==> src/hdl/offset_point_unicycle_controller_unit_defines.svh <==
// Assertion macros shared by the offset-point controller RTL.
`ifndef OFFSET_POINT_UNICYCLE_CONTROLLER_UNIT_DEFINES_SVH
`define OFFSET_POINT_UNICYCLE_CONTROLLER_UNIT_DEFINES_SVH

// Same-cycle implication, sampled on clk and disabled during rst.
`define OPUC_ASSERT_NOW(label, ante, cons, msg) \
  label: assert property (@(posedge clk) disable iff (rst) (ante) |-> (cons)) \
    else $error(msg);

// Next-cycle implication, sampled on clk and disabled during rst.
`define OPUC_ASSERT_NEXT(label, ante, cons, msg) \
  label: assert property (@(posedge clk) disable iff (rst) (ante) |=> (cons)) \
    else $error(msg);

`endif

==> src/hdl/opuc_pkg.sv <==
// Types, constants and tables of the offset-point unicycle controller.
`timescale 1ns / 1ps

package opuc_pkg;

  localparam int DATA_W = 16;
  localparam int ANGLE_W = 16;

  // Sine and cosine are signed Q2.14 clamped to plus or minus one.
  localparam int TRIG_W = 16;
  localparam int TRIG_ONE = 16384;
  localparam int TRIG_FRAC = 14;

  localparam int CORDIC_STAGES = 15;
  localparam int CORDIC_XY_W = 18;
  localparam int CORDIC_Z_W = 17;
  localparam int CORDIC_START = 9949;
  localparam int QUARTER_TURN = 16384;
  localparam int HALF_TURN = 32768;

  // Configuration register port.
  localparam int CFG_W = 16;
  localparam int CFG_INDEX_W = 2;
  localparam logic [CFG_INDEX_W-1:0] REG_PROP_GAIN = 2'd0;
  localparam logic [CFG_INDEX_W-1:0] REG_OFFSET_DIST = 2'd1;
  localparam logic [CFG_INDEX_W-1:0] REG_OFFSET_RECIP = 2'd2;

  localparam int GAIN_W = 16;
  localparam int DIST_W = 15;
  localparam int RECIP_W = 16;
  localparam logic [GAIN_W-1:0] PROP_GAIN_RESET = 16'd0;
  localparam logic [DIST_W-1:0] OFFSET_DIST_RESET = 15'd307;
  localparam logic [RECIP_W-1:0] OFFSET_RECIP_RESET = 16'd853;

  localparam logic [DATA_W-1:0] VEL_MAX = {1'b0, {(DATA_W-1){1'b1}}};
  localparam logic [DATA_W-1:0] VEL_MIN = {1'b1, {(DATA_W-1){1'b0}}};

  // Arctangent of 2^-i in binary-angle units.
  function automatic logic signed [CORDIC_Z_W-1:0] atan_step(input int i);
    logic signed [CORDIC_Z_W-1:0] step;
    case (i)
      0:       step = CORDIC_Z_W'(8192);
      1:       step = CORDIC_Z_W'(4836);
      2:       step = CORDIC_Z_W'(2555);
      3:       step = CORDIC_Z_W'(1297);
      4:       step = CORDIC_Z_W'(651);
      5:       step = CORDIC_Z_W'(326);
      6:       step = CORDIC_Z_W'(163);
      7:       step = CORDIC_Z_W'(81);
      8:       step = CORDIC_Z_W'(41);
      9:       step = CORDIC_Z_W'(20);
      10:      step = CORDIC_Z_W'(10);
      11:      step = CORDIC_Z_W'(5);
      12:      step = CORDIC_Z_W'(3);
      13:      step = CORDIC_Z_W'(1);
      14:      step = CORDIC_Z_W'(1);
      default: step = '0;
    endcase
    return step;
  endfunction

  typedef struct packed {
    logic signed [DATA_W-1:0]  pose_x;
    logic signed [DATA_W-1:0]  pose_y;
    logic signed [ANGLE_W-1:0] heading;
    logic signed [DATA_W-1:0]  target_x;
    logic signed [DATA_W-1:0]  target_y;
  } pose_t;

  typedef struct packed {
    logic signed [DATA_W-1:0] linear_velocity;
    logic signed [DATA_W-1:0] angular_velocity;
    logic                     clipped;
  } vel_t;

  // Positions that ride alongside the sine and cosine pipeline.
  typedef struct packed {
    logic signed [DATA_W-1:0] pose_x;
    logic signed [DATA_W-1:0] pose_y;
    logic signed [DATA_W-1:0] target_x;
    logic signed [DATA_W-1:0] target_y;
  } pos_t;

endpackage

==> src/hdl/opuc_cordic.sv <==
// Fully pipelined CORDIC that turns a binary angle into sine and cosine.
`timescale 1ns / 1ps

module opuc_cordic (
  input  logic                                   clk,
  input  logic                                   rst,
  input  logic                                   en,
  input  logic                                   in_valid,
  input  logic signed [opuc_pkg::ANGLE_W-1:0]    angle,
  input  opuc_pkg::pos_t                         side_in,
  output logic                                   out_valid,
  output logic signed [opuc_pkg::TRIG_W-1:0]     cos_val,
  output logic signed [opuc_pkg::TRIG_W-1:0]     sin_val,
  output opuc_pkg::pos_t                         side_out
);

  localparam int N = opuc_pkg::CORDIC_STAGES;
  localparam int XY_W = opuc_pkg::CORDIC_XY_W;
  localparam int Z_W = opuc_pkg::CORDIC_Z_W;

  logic signed [XY_W-1:0] xs [0:N];
  logic signed [XY_W-1:0] ys [0:N];
  logic signed [Z_W-1:0]  zs [0:N];
  logic                   flip [0:N];
  logic                   vld [0:N];
  opuc_pkg::pos_t         side [0:N];

  logic signed [Z_W-1:0]  ang_ext;
  logic signed [Z_W-1:0]  z_fold;
  logic                   fold_flip;

  // Angles beyond a quarter turn are folded by a half turn; the result is negated later.
  always_comb begin
    ang_ext = Z_W'(angle);
    z_fold = ang_ext;
    fold_flip = 1'b0;
    if (ang_ext > Z_W'(opuc_pkg::QUARTER_TURN)) begin
      z_fold = ang_ext - Z_W'(opuc_pkg::HALF_TURN);
      fold_flip = 1'b1;
    end else if (ang_ext < -Z_W'(opuc_pkg::QUARTER_TURN)) begin
      z_fold = ang_ext + Z_W'(opuc_pkg::HALF_TURN);
      fold_flip = 1'b1;
    end
  end

  always_ff @(posedge clk) begin
    if (rst) begin
      vld[0] <= 1'b0;
    end else if (en) begin
      vld[0] <= in_valid;
    end
    if (en) begin
      xs[0] <= XY_W'(opuc_pkg::CORDIC_START);
      ys[0] <= '0;
      zs[0] <= z_fold;
      flip[0] <= fold_flip;
      side[0] <= side_in;
    end
  end

  for (genvar i = 0; i < N; i++) begin : g_stage
    localparam logic signed [Z_W-1:0] STEP = opuc_pkg::atan_step(i);

    always_ff @(posedge clk) begin
      if (rst) begin
        vld[i+1] <= 1'b0;
      end else if (en) begin
        vld[i+1] <= vld[i];
      end
      if (en) begin
        if (zs[i] >= 0) begin
          xs[i+1] <= xs[i] - (ys[i] >>> i);
          ys[i+1] <= ys[i] + (xs[i] >>> i);
          zs[i+1] <= zs[i] - STEP;
        end else begin
          xs[i+1] <= xs[i] + (ys[i] >>> i);
          ys[i+1] <= ys[i] - (xs[i] >>> i);
          zs[i+1] <= zs[i] + STEP;
        end
        flip[i+1] <= flip[i];
        side[i+1] <= side[i];
      end
    end
  end

  logic signed [XY_W-1:0]            x_fin;
  logic signed [XY_W-1:0]            y_fin;
  logic signed [opuc_pkg::TRIG_W-1:0] cos_c;
  logic signed [opuc_pkg::TRIG_W-1:0] sin_c;

  always_comb begin
    x_fin = flip[N] ? -xs[N] : xs[N];
    y_fin = flip[N] ? -ys[N] : ys[N];
    if (x_fin > XY_W'(opuc_pkg::TRIG_ONE)) begin
      cos_c = opuc_pkg::TRIG_W'(opuc_pkg::TRIG_ONE);
    end else if (x_fin < -XY_W'(opuc_pkg::TRIG_ONE)) begin
      cos_c = -opuc_pkg::TRIG_W'(opuc_pkg::TRIG_ONE);
    end else begin
      cos_c = x_fin[opuc_pkg::TRIG_W-1:0];
    end
    if (y_fin > XY_W'(opuc_pkg::TRIG_ONE)) begin
      sin_c = opuc_pkg::TRIG_W'(opuc_pkg::TRIG_ONE);
    end else if (y_fin < -XY_W'(opuc_pkg::TRIG_ONE)) begin
      sin_c = -opuc_pkg::TRIG_W'(opuc_pkg::TRIG_ONE);
    end else begin
      sin_c = y_fin[opuc_pkg::TRIG_W-1:0];
    end
  end

  always_ff @(posedge clk) begin
    if (rst) begin
      out_valid <= 1'b0;
    end else if (en) begin
      out_valid <= vld[N];
    end
    if (en) begin
      cos_val <= cos_c;
      sin_val <= sin_c;
      side_out <= side[N];
    end
  end

endmodule

==> config.mk <==
export PLATFORM = sky130hd
export DESIGN_NAME = opuc_cordic
export DESIGN_NICKNAME = d
export VERILOG_FILES = /design/src/hdl/offset_point_unicycle_controller_unit_defines.svh /design/src/hdl/opuc_pkg.sv /design/src/hdl/opuc_cordic.sv
export SDC_FILE = /design/constraint.sdc
export NUM_CORES = 2
export LEC_CHECK = 0
export ABC_AREA = 1
export BUFFER_PORTS_ARGS = -buffer_cell sky130_fd_sc_hd__buf_4
export CORE_ASPECT_RATIO = 0.8
export CORE_UTILIZATION = 25
export DETAILED_ROUTE_END_ITERATION = 10
export PLACE_DENSITY = 0.38
export SETUP_SLACK_MARGIN = 0.3
export SLEW_MARGIN = 40
export SYNTH_ARGS = -nofsm -noshare
export SYNTH_HDL_FRONTEND = slang
export SYNTH_SLANG_ARGS = --single-unit
==> constraint.sdc <==
create_clock -name clk -period 10.2 [get_ports clk]
set_input_delay 2.04 -clock clk [delete_from_list [all_inputs] [get_ports clk]]
set_output_delay 2.04 -clock clk [all_outputs]
set_load 0.01 [all_outputs]
==> impl_results.md <==
- Status: completed
- Clock transition at path regs: about 0.060 ns
- Htree depth: 4
- Total CTS buffers: ~220
- Clock Skew: ~0.073 ns
- Relative slew slack: 0.397
- DIE HEIGHT: 548 µm
- Xor and xnor area share after synthesis: 0.0758
- Most instantiated cells after synthesis: edfxtp_1, nand2_1, inv_1
- Hold crit path type: reg2reg
- CTS Buffer Depth: 4
- RSZ-0062 raised after global routing: no
- Antenna viol nets, final: 0
- Largest net degree at the start of global routing: between 150 and 200
- Seq cells post-synth: 1,892
- Via-per-instance ratio: 4.27
- Achievable Freq: about 180 MHz
- # hold bufs at CTS: 0
- Setup Fix Bufs, Post-CTS: 0
- Number of I/O pins: 181
- Fin crit share: 0.559
- CTS Sinks: about 1,900
- Placement Setup Slack: 3.62 ns
- Post-synth cell types: 54
- Cell area after synthesis: between 90,000 and 100,000 µm²
- Post-synth ARST share: 0
- First-pass GRT wire length: between 300,000 and 400,000 µm
- Core ar.: approximately 370,000 µm²
- Mean Syn Cell Area: ~12 µm²
- Most common cell in the netlist: edfxtp_1
- Worst skew pair latency: a little under 0.9 ns
- Die area: 375,000 µm²
- Vias in the first global route: roughly 57,000
- Simple-Gate Fraction of Synth Area: 0.104
- Compound-Gate Fraction of Synth Area: 0.0754
- Antenna violations before repair: 8
- Minimum clock period: approximately 5.7 ns
- Final Hold Viols: 0
- CP endpoint kind: flip-flop
- GPL Wtd Cong: about 0.84
- Final setup viols: 0
- Area grow syn2layout: 15.8%
- Leading post-synthesis cells by cell area: edfxtp_1, ha_1, nand2_1, xor2_1, a21oi_1
- Main synth FF type: edfxtp_1
- Largest area contributor in the netlist: edfxtp_1
- Post-cts sizing count: 0
- TritonRoute pass-1 iters: 6
- Initial DRC Count: 3,667
- Crit path launch type: input pin
- Fin nets: between 9,000 and 10,000
- Max-capacitance violation count: 0
- Slew Limit Fails: 0
- TritonCTS clock tree: yes
- Post-synthesis mux area share: 0
- Layout cells sized above 1: 0.0703
- Worst Max-Slew Pin Slew: between 0.9 and 1 ns
- Via count: ~57,000
- Synthesized instance count: 7,861
- Synth Area in Adders: 0.103
- Total routed wirelength: around 210,000 µm
- GR Overflow Total: 0
- GRT Total Usage: 0.112
- Worst setup margin: 4.50 ns
- Register area share after synthesis: 0.610
- Die W: 685 µm
- Post-DP HPWL: about 160,000 µm
- Worst-path maximum fanout: 35
- DRC errors left: 0
- WP data arrival: 6.31 ns
- Mean routed wirelength per cell: roughly 16 µm
- Fill count: ~38,000
- Synth warnings: 0
- Share of the synthesized area in the top cell type: 0.609
- Kind of critical path: in2reg
- Fin Setup TNS: 0 ns
- Largest family of logic cells by synthesized area: simple AND/OR/NAND/NOR gates
- Root buffer cell: clkbuf_16
- Starting density of the core: 0.251
- Number of enable flip-flop cells after synthesis: 1,891
- Req. time, crit path: 10.80 ns
- Count of buffers from port buffering: 180
- FP Rows: 200
worst max-delay path, stage by stage:
cell and delay [ns]:
buf_16 0.18, nand2_2 0.68, clkinv_1 0.77, a31oi_1 0.40
xor2_1 0.20, inv_1 0.06, ha_1 0.33, a21oi_1 0.18
a21boi_0 0.40, inv_1 0.11, nand2_1 0.09, nand2_1 0.12
a21oi_1 0.26, o21ai_0 0.15, xor2_1 0.16
cell families (layout without fill, tap and decap cells):
logic type	count (synthesis)	count (layout)
simple gates	2345	2345
compound gates	1285	1285
xor+xnor	806	806
flops	1892	1892
fa+ha+maj	744	744
buf+inv	787	1354
other cells	2	9
area by class of cell:
type                            count  area, µm²  share of cell area
Tap cell                         4949       6190              0.0574
Inverter                          731       2740              0.0254
Clock buffer                      257       5640              0.0523
Sequential cell                  1892      56800               0.526
Multi-Input combinational cell   5185      33400               0.309
Antenna cell                        4       10.0           0.0000928
Clock inverter                    140       1270              0.0118
Timing Repair Buffer              226       1870              0.0173
state kept, by name, indices dropped and copies added (netlist names):
signal	count
side_out	64
side	1024
cos_val	16
vld	16
sin_val	16
xs	250
flip	16
ys	250
out_valid	1
zs	239
through the flow:
| step | hold slack, ns | cells | area, µm² | utilization |
|---|---|---|---|---|
| 2_1_floorplan | 0.400 | 7864 | 93200 | - |
| 3_3_place_gp | 0.400 | 12980 | 101000 | 0.272 |
| 3_5_place_dp | 0.405 | 12980 | 101000 | 0.272 |
| 4_1_cts | 0.377 | 13377 | 108000 | 0.291 |
| 5_1_grt | 0.398 | 13384 | 108000 | 0.291 |
| 6_report | 0.382 | 13384 | 108000 | 0.291 |
metal layers:
layer  wire length (µm)  vias up  global-route usage
met1             110000    27279               0.165
met5                  0        -                   0
met4               5850        0              0.0325
li1                   -    28657                   -
met2              89900      952               0.169
met3               8130      283              0.0166
final timing paths:
kind                             start  depth (start not counted)  slack, ns                   end
hold / removal    side[6][8]$_DFFE_PP_                          0       0.38  side[7][8]$_DFFE_PP_
setup reg to reg  zs[0][118]$_DFFE_PP_                         14       5.75  ys[0][141]$_DFFE_PP_
setup / recovery                    en                         15       4.50  ys[0][141]$_DFFE_PP_
hold reg to reg   side[6][8]$_DFFE_PP_                          0       0.38  side[7][8]$_DFFE_PP_
cells in the final DEF (no fill, tap or decap), types with 11 or more instances in the layout:
cell and instances:
nand3b_1 16, xor2_1 572, o21ai_0 363, nand2_2 11, nand3_1 290, fa_1 41, a21boi_0 20, o2111ai_1 26
nor3_1 92, nor4_1 12, inv_1 723, clkinvlp_4 12, a211oi_1 12, o31ai_1 52, clkinv_2 43, or2_2 11
a21oi_1 654, a31oi_1 40, clkbuf_16 220, bufinv_16 20, inv_6 12, buf_4 211, clkinv_1 53, ha_1 703
o21ai_1 48, edfxtp_1 1891, clkbuf_1 37, nand2_1 1383, a21o_1 12, xnor2_1 234, nor2_1 454, nand4_1 51
Power is left out: the tool's default activity adds up to more than one toggle a clock period on the data nets, which glitch-free logic cannot reach.
